## src/wtsd_pkg.sv

```systemverilog
`timescale 1ns / 1ps
`default_nettype none
// ----------------------------------------------------------------------------
// wtsd_pkg: shared definitions of the temperature stability detector
// Field widths, register indexes, reset values and the structs that pass
// between the ring, the statistics pipeline and the top level.
// ----------------------------------------------------------------------------
package wtsd_pkg;

  localparam int TEMP_W     = 16;
  localparam int THR_W      = 10;
  localparam int DWELL_W    = 12;
  localparam int CFG_IDX_W  = 2;
  localparam int WINDOW_DEF = 16;

  // Register indexes of the configuration port.
  localparam logic [CFG_IDX_W-1:0] CFG_SETPOINT  = 2'd0;
  localparam logic [CFG_IDX_W-1:0] CFG_THRESHOLD = 2'd1;
  localparam logic [CFG_IDX_W-1:0] CFG_DWELL     = 2'd2;

  localparam logic signed [TEMP_W-1:0] SETPOINT_RST  = 16'sd9300;
  localparam logic [THR_W-1:0]         THRESHOLD_RST = 10'd30;
  localparam logic [DWELL_W-1:0]       DWELL_RST     = 12'd5;
  localparam logic [DWELL_W-1:0]       DWELL_MAX     = 12'd3600;

  typedef struct packed {
    logic push;
    logic clear;
  } wtsd_ring_ctl_t;

  typedef struct packed {
    logic                     cmd;
    logic                     full;
    logic                     near;
    logic                     low;
    logic signed [TEMP_W-1:0] mean;
  } wtsd_meas_t;

endpackage
`default_nettype wire

```

## src/wtsd_ring.sv

```systemverilog
`timescale 1ns / 1ps
`default_nettype none
// ----------------------------------------------------------------------------
// wtsd_ring: reading history
// Ring memory of WINDOW readings with write index and fill count. The entry
// that the next item will overwrite is read ahead into a register, so the
// registered read data is ready when that item arrives.
// ----------------------------------------------------------------------------
module wtsd_ring #(
  parameter int WINDOW = wtsd_pkg::WINDOW_DEF
) (
  input  wire                                 clk,
  input  wire                                 rst_n,
  input  wire wtsd_pkg::wtsd_ring_ctl_t       ctl,
  input  wire logic signed [wtsd_pkg::TEMP_W-1:0] wdata,
  output logic signed [wtsd_pkg::TEMP_W-1:0]  old_o,
  output logic                                full_o
);
  import wtsd_pkg::*;

  localparam int IDX_W = $clog2(WINDOW);
  localparam int CNT_W = $clog2(WINDOW + 1);
  localparam logic [IDX_W-1:0] IDX_LAST  = IDX_W'(WINDOW - 1);
  localparam logic [CNT_W-1:0] FILL_MAX  = CNT_W'(WINDOW);
  localparam logic [CNT_W-1:0] FILL_LAST = CNT_W'(WINDOW - 1);

  logic signed [TEMP_W-1:0] mem [WINDOW];
  logic signed [TEMP_W-1:0] rd_r;
  logic [IDX_W-1:0]         idx_r, idx_nxt;
  logic [CNT_W-1:0]         fill_r, fill_nxt;

  always_comb begin
    idx_nxt  = idx_r;
    fill_nxt = fill_r;
    if (ctl.clear) begin
      idx_nxt  = '0;
      fill_nxt = '0;
    end else if (ctl.push) begin
      idx_nxt = (idx_r == IDX_LAST) ? '0 : idx_r + IDX_W'(1);
      if (fill_r != FILL_MAX) begin
        fill_nxt = fill_r + CNT_W'(1);
      end
    end
  end

  always_ff @(posedge clk) begin
    if (!rst_n) begin
      idx_r  <= '0;
      fill_r <= '0;
    end else begin
      idx_r  <= idx_nxt;
      fill_r <= fill_nxt;
    end
  end

  // The read address never equals the write address in the same cycle.
  always_ff @(posedge clk) begin
    if (ctl.push) begin
      mem[idx_r] <= wdata;
    end
    rd_r <= mem[idx_nxt];
  end

  // Slots not yet written since the last clear count as zero.
  assign old_o  = (fill_r == FILL_MAX) ? rd_r : '0;
  assign full_o = (fill_r == FILL_MAX) || (fill_r == FILL_LAST);

endmodule
`default_nettype wire

```

## src/wtsd_datapath.sv

```systemverilog
`timescale 1ns / 1ps
`default_nettype none
// ----------------------------------------------------------------------------
// wtsd_datapath: window statistics pipeline
// Seven registered stages: input, squares, running sums, products, variance
// and offset, threshold tests, and the window mean by reciprocal multiply.
// ----------------------------------------------------------------------------
module wtsd_datapath #(
  parameter int WINDOW = wtsd_pkg::WINDOW_DEF
) (
  input  wire                                     clk,
  input  wire                                     rst_n,
  input  wire logic signed [wtsd_pkg::TEMP_W-1:0] setpoint,
  input  wire logic [wtsd_pkg::THR_W-1:0]         threshold,
  input  wire                                     i_valid,
  output logic                                    i_ready,
  input  wire                                     i_cmd,
  input  wire logic signed [wtsd_pkg::TEMP_W-1:0] i_temp,
  input  wire logic signed [wtsd_pkg::TEMP_W-1:0] i_old,
  input  wire                                     i_full,
  output logic                                    o_valid,
  input  wire                                     o_ready,
  output wtsd_pkg::wtsd_meas_t                    o_meas
);
  import wtsd_pkg::*;

  localparam int NSTG = 7;
  localparam int LW   = $clog2(WINDOW);
  localparam int SW   = TEMP_W + LW;        // running sum, signed
  localparam int QW   = 2 * TEMP_W + LW;    // running square sum, signed
  localparam int VW   = 2 * SW;             // scaled variance, signed
  localparam int DW   = TEMP_W + 1 + LW;    // mean offset, signed
  localparam int AW   = TEMP_W + LW;        // offset sum, unsigned
  localparam int RW   = TEMP_W + 1;         // reciprocal and quotient
  localparam int RECIP_I = (1 << AW) / WINDOW;
  localparam logic [RW-1:0]        RECIP  = RW'(RECIP_I);
  localparam logic signed [SW:0]   OFFSET = (SW + 1)'(WINDOW * 32768);
  localparam logic [TEMP_W-1:0]    SIGN_FLIP = 16'h8000;

  // Handshake of the stage chain.
  logic [NSTG:1]   v_r, v_in, ld;
  logic [NSTG+1:1] rdy;

  always_comb begin
    rdy[NSTG+1] = o_ready;
    for (int k = NSTG; k >= 1; k--) begin
      rdy[k] = !v_r[k] || rdy[k+1];
    end
    v_in[1] = i_valid;
    for (int k = 2; k <= NSTG; k++) begin
      v_in[k] = v_r[k-1];
    end
    ld = rdy[NSTG:1] & v_in;
  end

  always_ff @(posedge clk) begin
    if (!rst_n) begin
      v_r <= '0;
    end else begin
      for (int k = 1; k <= NSTG; k++) begin
        if (rdy[k]) begin
          v_r[k] <= v_in[k];
        end
      end
    end
  end

  assign i_ready = rdy[1];
  assign o_valid = v_r[NSTG];

  // Limits derived from the registers; settled long before an item needs them.
  logic signed [DW-1:0] wsp_r, wth_r;
  logic [2*THR_W-1:0]   thsq_r;
  logic signed [VW-1:0] thr_sq_r;

  always_ff @(posedge clk) begin
    wsp_r    <= DW'(setpoint) * DW'(WINDOW);
    wth_r    <= DW'(threshold) * DW'(WINDOW);
    thsq_r   <= (2 * THR_W)'(threshold) * (2 * THR_W)'(threshold);
    thr_sq_r <= VW'(thsq_r) * VW'(WINDOW * WINDOW);
  end

  // Stage payloads.
  logic [NSTG:1]            cmd_r, full_r;
  logic signed [TEMP_W-1:0] p1_t, p1_old;
  logic signed [2*TEMP_W-1:0] p2_tt, p2_oo;
  logic signed [TEMP_W:0]   p2_dlt;
  logic signed [SW-1:0]     sum_r;
  logic signed [QW-1:0]     sq_r;
  logic signed [VW-1:0]     p4_ss, p4_wq, p5_var;
  logic signed [DW-1:0]     p4_d, p5_ad;
  logic signed [SW:0]       offs_sum;
  logic [AW-1:0]            p4_a, p5_a, p6_r;
  logic [AW+RW-1:0]         quot_prod;
  logic [RW-1:0]            p5_q0, p6_q0, q_fix;
  logic                     p6_near, p6_low, p7_near, p7_low;
  logic signed [TEMP_W-1:0] p7_mean;

  assign offs_sum  = (SW + 1)'(sum_r) + OFFSET;
  assign quot_prod = (AW + RW)'(p4_a) * (AW + RW)'(RECIP);
  assign q_fix     = (p6_r >= AW'(WINDOW)) ? p6_q0 + RW'(1) : p6_q0;

  always_ff @(posedge clk) begin
    if (ld[1]) begin
      cmd_r[1]  <= i_cmd;
      full_r[1] <= i_full;
      p1_t      <= i_temp;
      p1_old    <= i_old;
    end
    for (int k = 2; k <= NSTG; k++) begin
      if (ld[k]) begin
        cmd_r[k]  <= cmd_r[k-1];
        full_r[k] <= full_r[k-1];
      end
    end
    if (ld[2]) begin
      p2_tt  <= (2 * TEMP_W)'(p1_t) * (2 * TEMP_W)'(p1_t);
      p2_oo  <= (2 * TEMP_W)'(p1_old) * (2 * TEMP_W)'(p1_old);
      p2_dlt <= (TEMP_W + 1)'(p1_t) - (TEMP_W + 1)'(p1_old);
    end
    if (ld[4]) begin
      p4_ss <= VW'(sum_r) * VW'(sum_r);
      p4_wq <= VW'(sq_r) * VW'(WINDOW);
      p4_d  <= DW'(sum_r) - wsp_r;
      p4_a  <= AW'(offs_sum);
    end
    if (ld[5]) begin
      p5_var <= p4_wq - p4_ss;
      p5_ad  <= (p4_d < 0) ? -p4_d : p4_d;
      p5_q0  <= quot_prod[AW+RW-1:AW];
      p5_a   <= p4_a;
    end
    if (ld[6]) begin
      p6_low  <= p5_var < thr_sq_r;
      p6_near <= p5_ad < wth_r;
      p6_r    <= p5_a - AW'(p5_q0) * AW'(WINDOW);
      p6_q0   <= p5_q0;
    end
    if (ld[7]) begin
      p7_near <= p6_near;
      p7_low  <= p6_low;
      // The quotient is of the sum plus WINDOW*32768, so flipping the sign
      // bit takes the offset back off.
      p7_mean <= signed'(q_fix[TEMP_W-1:0] ^ SIGN_FLIP);
    end
  end

  // The running sums are the payload of stage three: they change only when
  // the next item enters that stage.
  always_ff @(posedge clk) begin
    if (!rst_n) begin
      sum_r <= '0;
      sq_r  <= '0;
    end else if (ld[3]) begin
      if (cmd_r[2]) begin
        sum_r <= '0;
        sq_r  <= '0;
      end else begin
        sum_r <= sum_r + SW'(p2_dlt);
        sq_r  <= sq_r + QW'(p2_tt) - QW'(p2_oo);
      end
    end
  end

  assign o_meas.cmd  = cmd_r[NSTG];
  assign o_meas.full = full_r[NSTG];
  assign o_meas.near = p7_near;
  assign o_meas.low  = p7_low;
  assign o_meas.mean = p7_mean;

endmodule
`default_nettype wire

```

## src/windowed_temperature_stability_detector_top.sv

```systemverilog
`timescale 1ns / 1ps
`default_nettype none
// ----------------------------------------------------------------------------
// windowed_temperature_stability_detector_top: temperature stability detector
// Moving window mean and spread over WINDOW one-second readings, with a
// dwell timer that declares and latches a stable temperature.
// ----------------------------------------------------------------------------
// The block takes one item per clock cycle while in_stall is low; the rate
// is set by the running sums and the dwell counter, each updated once per
// item, and by the one write and one look-ahead read per cycle of the
// reading memory. The history memory holds WINDOW words and needs no
// clearing pass after reset or a clear command: a fill count makes slots
// not yet written read as zero. Registers may be written only while no
// item is in flight.
module windowed_temperature_stability_detector_top #(
  parameter int WINDOW = wtsd_pkg::WINDOW_DEF
) (
  input  wire                                        clk,
  input  wire                                        rst_n,
  input  wire                                        cfg_we,
  input  wire logic [wtsd_pkg::CFG_IDX_W-1:0]        cfg_index,
  input  wire logic [wtsd_pkg::TEMP_W-1:0]           cfg_wdata,
  input  wire                                        in_valid,
  output logic                                       in_stall,
  input  wire                                        in_command,
  input  wire logic signed [wtsd_pkg::TEMP_W-1:0]    in_temperature,
  output logic                                       out_valid,
  input  wire                                        out_stall,
  output logic                                       out_stable,
  output logic signed [wtsd_pkg::TEMP_W-1:0]         out_stable_temperature,
  output logic signed [wtsd_pkg::TEMP_W-1:0]         out_window_mean,
  output logic                                       out_window_full,
  output logic                                       out_near_setpoint,
  output logic                                       out_low_spread
);
  import wtsd_pkg::*;

  // Configuration registers.
  logic signed [TEMP_W-1:0] setpoint_r;
  logic [THR_W-1:0]         threshold_r;
  logic [DWELL_W-1:0]       dwell_cfg_r;

  always_ff @(posedge clk) begin
    if (!rst_n) begin
      setpoint_r  <= SETPOINT_RST;
      threshold_r <= THRESHOLD_RST;
      dwell_cfg_r <= DWELL_RST;
    end else if (cfg_we) begin
      unique case (cfg_index)
        CFG_SETPOINT:  setpoint_r  <= signed'(cfg_wdata);
        CFG_THRESHOLD: threshold_r <= cfg_wdata[THR_W-1:0];
        CFG_DWELL:     dwell_cfg_r <= cfg_wdata[DWELL_W-1:0];
        default: ;
      endcase
    end
  end

  // Input side.
  logic                     dp_ready, accept;
  wtsd_ring_ctl_t           ring_ctl;
  logic signed [TEMP_W-1:0] ring_old;
  logic                     ring_full;

  assign accept         = in_valid && dp_ready;
  assign in_stall       = !dp_ready;
  assign ring_ctl.push  = accept && !in_command;
  assign ring_ctl.clear = accept && in_command;

  wtsd_ring #(
    .WINDOW (WINDOW)
  ) u_ring (
    .clk    (clk),
    .rst_n  (rst_n),
    .ctl    (ring_ctl),
    .wdata  (in_temperature),
    .old_o  (ring_old),
    .full_o (ring_full)
  );

  logic       m_valid, out_rdy, m_take;
  wtsd_meas_t meas;

  wtsd_datapath #(
    .WINDOW (WINDOW)
  ) u_datapath (
    .clk       (clk),
    .rst_n     (rst_n),
    .setpoint  (setpoint_r),
    .threshold (threshold_r),
    .i_valid   (in_valid),
    .i_ready   (dp_ready),
    .i_cmd     (in_command),
    .i_temp    (in_temperature),
    .i_old     (ring_old),
    .i_full    (ring_full),
    .o_valid   (m_valid),
    .o_ready   (out_rdy),
    .o_meas    (meas)
  );

  // Dwell tracking, updated as each item enters the output register.
  logic                     valid_r;
  logic                     cand_r, cand_nxt;
  logic                     stable_r, stable_nxt;
  logic [DWELL_W-1:0]       dwell_r, dwell_nxt;
  logic signed [TEMP_W-1:0] latched_r, latched_nxt;
  logic signed [TEMP_W-1:0] mean_r;
  logic                     full_r, near_r, low_r;

  assign out_rdy = !valid_r || !out_stall;
  assign m_take  = m_valid && out_rdy;

  always_comb begin
    cand_nxt    = cand_r;
    stable_nxt  = stable_r;
    dwell_nxt   = dwell_r;
    latched_nxt = latched_r;
    if (m_take) begin
      if (meas.cmd) begin
        cand_nxt   = 1'b0;
        stable_nxt = 1'b0;
        dwell_nxt  = '0;
      end else if (meas.full) begin
        if (meas.near && meas.low) begin
          if (!cand_r) begin
            cand_nxt  = 1'b1;
            dwell_nxt = '0;
          end else if (dwell_r < DWELL_MAX) begin
            dwell_nxt = dwell_r + DWELL_W'(1);
          end
          if (dwell_nxt >= dwell_cfg_r && !stable_r) begin
            stable_nxt  = 1'b1;
            latched_nxt = meas.mean;
          end
        end else begin
          cand_nxt   = 1'b0;
          stable_nxt = 1'b0;
          dwell_nxt  = '0;
        end
      end
    end
  end

  always_ff @(posedge clk) begin
    if (!rst_n) begin
      valid_r   <= 1'b0;
      cand_r    <= 1'b0;
      stable_r  <= 1'b0;
      dwell_r   <= '0;
      latched_r <= '0;
    end else begin
      if (out_rdy) begin
        valid_r <= m_valid;
      end
      cand_r    <= cand_nxt;
      stable_r  <= stable_nxt;
      dwell_r   <= dwell_nxt;
      latched_r <= latched_nxt;
    end
  end

  always_ff @(posedge clk) begin
    if (m_take) begin
      mean_r <= meas.cmd ? '0 : meas.mean;
      full_r <= !meas.cmd && meas.full;
      near_r <= !meas.cmd && meas.full && meas.near;
      low_r  <= !meas.cmd && meas.full && meas.low;
    end
  end

  // The stable state changes only when a new item enters the output
  // register, so it serves as that item's field directly.
  assign out_valid              = valid_r;
  assign out_stable             = stable_r;
  assign out_stable_temperature = latched_r;
  assign out_window_mean        = mean_r;
  assign out_window_full        = full_r;
  assign out_near_setpoint      = near_r;
  assign out_low_spread         = low_r;

`ifndef SYNTH
  a_stable_needs_full: assert property (@(posedge clk) disable iff (!rst_n)
    valid_r && stable_r |-> full_r)
    else $error("stable reported on a window that is not full");

  a_tests_need_full: assert property (@(posedge clk) disable iff (!rst_n)
    valid_r && (near_r || low_r) |-> full_r)
    else $error("window tests reported before the window filled");

  a_stable_has_candidate: assert property (@(posedge clk) disable iff (!rst_n)
    stable_r |-> cand_r)
    else $error("stable set without an active dwell candidate");

  a_dwell_saturates: assert property (@(posedge clk) disable iff (!rst_n)
    dwell_r <= DWELL_MAX)
    else $error("dwell counter ran past its saturation point");
`endif

endmodule
`default_nettype wire

```

## config.mk

```make
export PLATFORM = sky130hd
export DESIGN_NAME = windowed_temperature_stability_detector_top
export DESIGN_NICKNAME = d
export VERILOG_FILES = /design/src/wtsd_pkg.sv /design/src/wtsd_ring.sv /design/src/wtsd_datapath.sv /design/src/windowed_temperature_stability_detector_top.sv
export SDC_FILE = /design/constraint.sdc
export NUM_CORES = 2
export LEC_CHECK = 0
export ABC_AREA = 1
export BUFFER_PORTS_ARGS = -buffer_cell sky130_fd_sc_hd__buf_4
export CAP_MARGIN = 20
export CORE_MARGIN = 2
export CORE_UTILIZATION = 55
export DETAILED_ROUTE_END_ITERATION = 8
export PLACE_DENSITY = 0.71
export REMOVE_ABC_BUFFERS = 1
export SYNTH_ARGS = -nofsm -noshare
export SYNTH_HDL_FRONTEND = slang
export SYNTH_SLANG_ARGS = --single-unit
```

## constraint.sdc

```tcl
create_clock -name clk -period 10.1 [get_ports clk]
set_input_delay 1.01 -clock clk [delete_from_list [all_inputs] [get_ports clk]]
set_output_delay 1.01 -clock clk [all_outputs]
set_load 0.005 [all_outputs]
```

==> flow_summary.ini <==
[floorplanning]
ios = 78
num_rows = 134
die_w_um = 370
die_h_um = 370
dieArea_mm2 = 0.137
initial_core_util_pct = 55.3
core_mm2 = 0.133

[synth]
syn_inst = 8040
synth_mux_area_share_pct = 0
synth_compound_area_share_pct = 6.42
syn_area_mm2 = 0.0736
async_reset_ff_share_pct = 0
ys.flop_type = edfxtp_1
seq_area_frac_synth_pct = 30.9
synth_xor_area_share_pct = 3.06
synth_cell_types = 51
avgSynthCellArea_um2 = 9.16
yosys.area_share.simple_pct = 13.3
ys_ff_latch = 832
yosys_warnings = 0
synth_fa_ha_area_share_pct = 34.1
synth_top_family_by_area = adder cells
synth_edf_count = 612

[critical_path]
crit_type = reg2reg
cp_data_arrival_time_ps = 7750
cp_max_fo = 21
start_kind = flop
path_delay_family = adder cells
crit_top_cell = fa_1
crit_buf_inv = 7
end_kind = flop
slowest_stage = dfxtp_1
max_stage_delay_ps = 700
crit_required_ps = 10540
path_cells = buf_4, nand2_1, fa_1, fa_1, inv_1, fa_1, inv_1, fa_1, inv_1, fa_1, inv_1, fa_1, fa_1, inv_1, ha_1, nand2_1, nor2_1, inv_1, nor4b_1, nand3_1, nand4_1, xor2_1

[global_routing]
grt_pass1_wl_um = 298000
grt_overflow = 0
grt_antenna_before_repair = 6
grt_usage_pct = 27.9
grt_pass1_vias = 54309
grt_max_degree = 100

[detailed_routing]
drcViolationCount = 0
top_layer = met5
drt-initial-drc-count = 4242
vias = 52794
dr_wl_met2_um = 88800
wl_per_cell_um = 18.8
drtAntennaViolNets = 0
via_per_inst = 5.34
met3_length_um = 11700
drt-met1-wl_um = 81000
drtPass1Iterations = 6
drt_wl_total_um = 186000

[finish]
final_cell_area_mm2 = 0.0792
syn_to_final_growth_pct = 7.57
layout-drive-gt1-share_pct = 4.44
final_nets = 9531

[outcome]
outcome = completed

[place]
place_area_mm2 = 0.0761
gp_congestion = 0.986
hpwl_um = 144000
io_buffers = 77

[timing]
fin_crit_ps = 7320
setup_tns_ps = 0
hold_violations = 0
rsz0062_at_grt = false
fmaxAchievable_mhz = 137
maxSlewViolCount = 0
setup_viol = 0
skew_ps = 27.5
relSlewSlack_pct = 22.5
min_period_over_period_pct = 72.4
tightest_slew_ps = 1160

[clocking]
clk_path_buf_depth = 3
htree_levels = 3
cts.sinks = 832
cts_root_buffer = clkbuf_16
cts_hold_buf = 0
cts_buffers = 88
cts_tree = yes
cts_setup_buffers = 0
cts_resized = 0
clk_pin_slew_ps = 60
clock_latency_ps = 690

[power_and_ir_drop]
ir_drop_uv = 643
p_int_mw = 11.4
p_sw_share_pct = 46.6
pwr-share-comb_pct = 62.0
p_per_area_mw_per_mm2 = 270
seq_power_share_pct = 21.8
leakage_nw = 39.7
clockPowerShare_pct = 16.2
switchingPower_mw = 9.96

[worst_hold_path]
hp-class = reg2reg

[run]
maxCapViolations = 0
[flip-flops by register name, summed over array words and instances, names as in the netlist, 17 cells and up]
name                 count
u_datapath.sq_r         36
u_datapath.p2_oo        31
u_datapath.p5_ad        17
u_datapath.p4_a         20
u_datapath.sum_r        20
u_datapath.p4_ss        38
u_datapath.p2_tt        31
u_ring.mem             256
u_datapath.p5_var       32
u_datapath.thr_sq_r     19
u_datapath.thsq_r       19
u_datapath.p4_wq        36
u_datapath.p2_dlt       17
u_datapath.p4_d         17
[through the flow]
stage               cells  setup WS (ps)  power (mW)  utilization (%)  hold WS, ps
detailed placement   9728           2790        17.8             57.1          313
finish               9895           2780        21.4             59.5          324
floorplan            7811           2140        14.2                -          310
global placement     9728           2840        17.8             57.1          315
CTS                  9892           2750        21.4             59.5          323
global route         9893           2320        23.4             59.5          334
[routing by layer]
metal	vias up	global-route usage [%]
li1	24792	-
met1	26115	39.3
met2	1616	46.3
met3	267	2.89
met4	4	7.54
met5	-	0
[worst paths after layout]
check                  startpoint                 endpoint  slack [ps]  cells after the start
max reg2reg  u_datapath.sum_r[19]     u_datapath.p4_ss[36]        2780                     22
min          u_datapath.thsq_r[2]  u_datapath.thr_sq_r[10]         320                      0
min reg2reg  u_datapath.thsq_r[2]  u_datapath.thr_sq_r[10]         320                      0
max          u_datapath.sum_r[19]     u_datapath.p4_ss[36]        2780                     22
[synth_stat cells, drive strengths merged (13+ instances only)]
cell,instances,area share (%)
edfxtp,612,25
a21boi,14,0.14
nor3,56,0.40
xor2,153,1.8
o21ai,249,1.7
inv,2126,11
or2,17,0.14
dfxtp,220,6.0
nand2,1256,6.4
o21a,14,0.14
fa,942,26
buf,79,0.58
nand4,35,0.32
o211ai,13,0.13
xnor2,104,1.2
nor4,19,0.16
o21bai,24,0.24
a21oi,418,2.8
ha,498,8.5
nor2,400,2.1
nand3b,69,0.70
clkbuf,150,0.76
nand3,435,3.0
a31oi,48,0.41
a21o,42,0.43
[placed cells by master, fill, tap and decap left out, drive strengths merged, types with 17 or more instances in the layout]
master	instances
a21o	42
a21oi	418
a31oi	48
buf	150
clkbuf	116
clkinv	27
dfxtp	220
edfxtp	612
fa	942
ha	498
inv	2134
nand2	1256
nand3	435
nand3b	69
nand4	35
nor2	400
nor3	56
nor4	19
o21ai	249
o21bai	24
or2	17
xnor2	104
xor2	153
[power by group through the flow]
| stage | Clock, mW | Combinational, mW | Sequential [mW] |
|---|---|---|---|
| 2_1_floorplan | 0 | 9.56 | 4.65 |
| 3_3_place_gp | 0 | 13.1 | 4.72 |
| 3_5_place_dp | 0 | 13.1 | 4.72 |
| 4_1_cts | 3.50 | 13.3 | 4.65 |
| 5_1_grt | 3.62 | 15.1 | 4.67 |
| 6_report | 3.46 | 13.3 | 4.65 |
[cells by family (layout without fill, tap and decap cells)]
kind of cell,Yosys count,in the layout
xor+xnor,257,257
fa+ha+maj,1440,1440
flops,832,832
other cells,0,2
compound gates,856,856
simple gates,2298,2298
buf+inv,2357,2442
[cell type report]
class / instances / area [µm²]
Clock inverter: 48 / 617
Sequential cell: 832 / 22800
Antenna cell: 2 / 5.00
Inverter: 2128 / 7990
Multi-Input combinational cell: 4851 / 42000
Clock buffer: 116 / 2500
Fill cell: 11416 / 53900
Tap cell: 1768 / 2210
Timing Repair Buffer: 150 / 1130
Power figures use the tool's default switching activity.
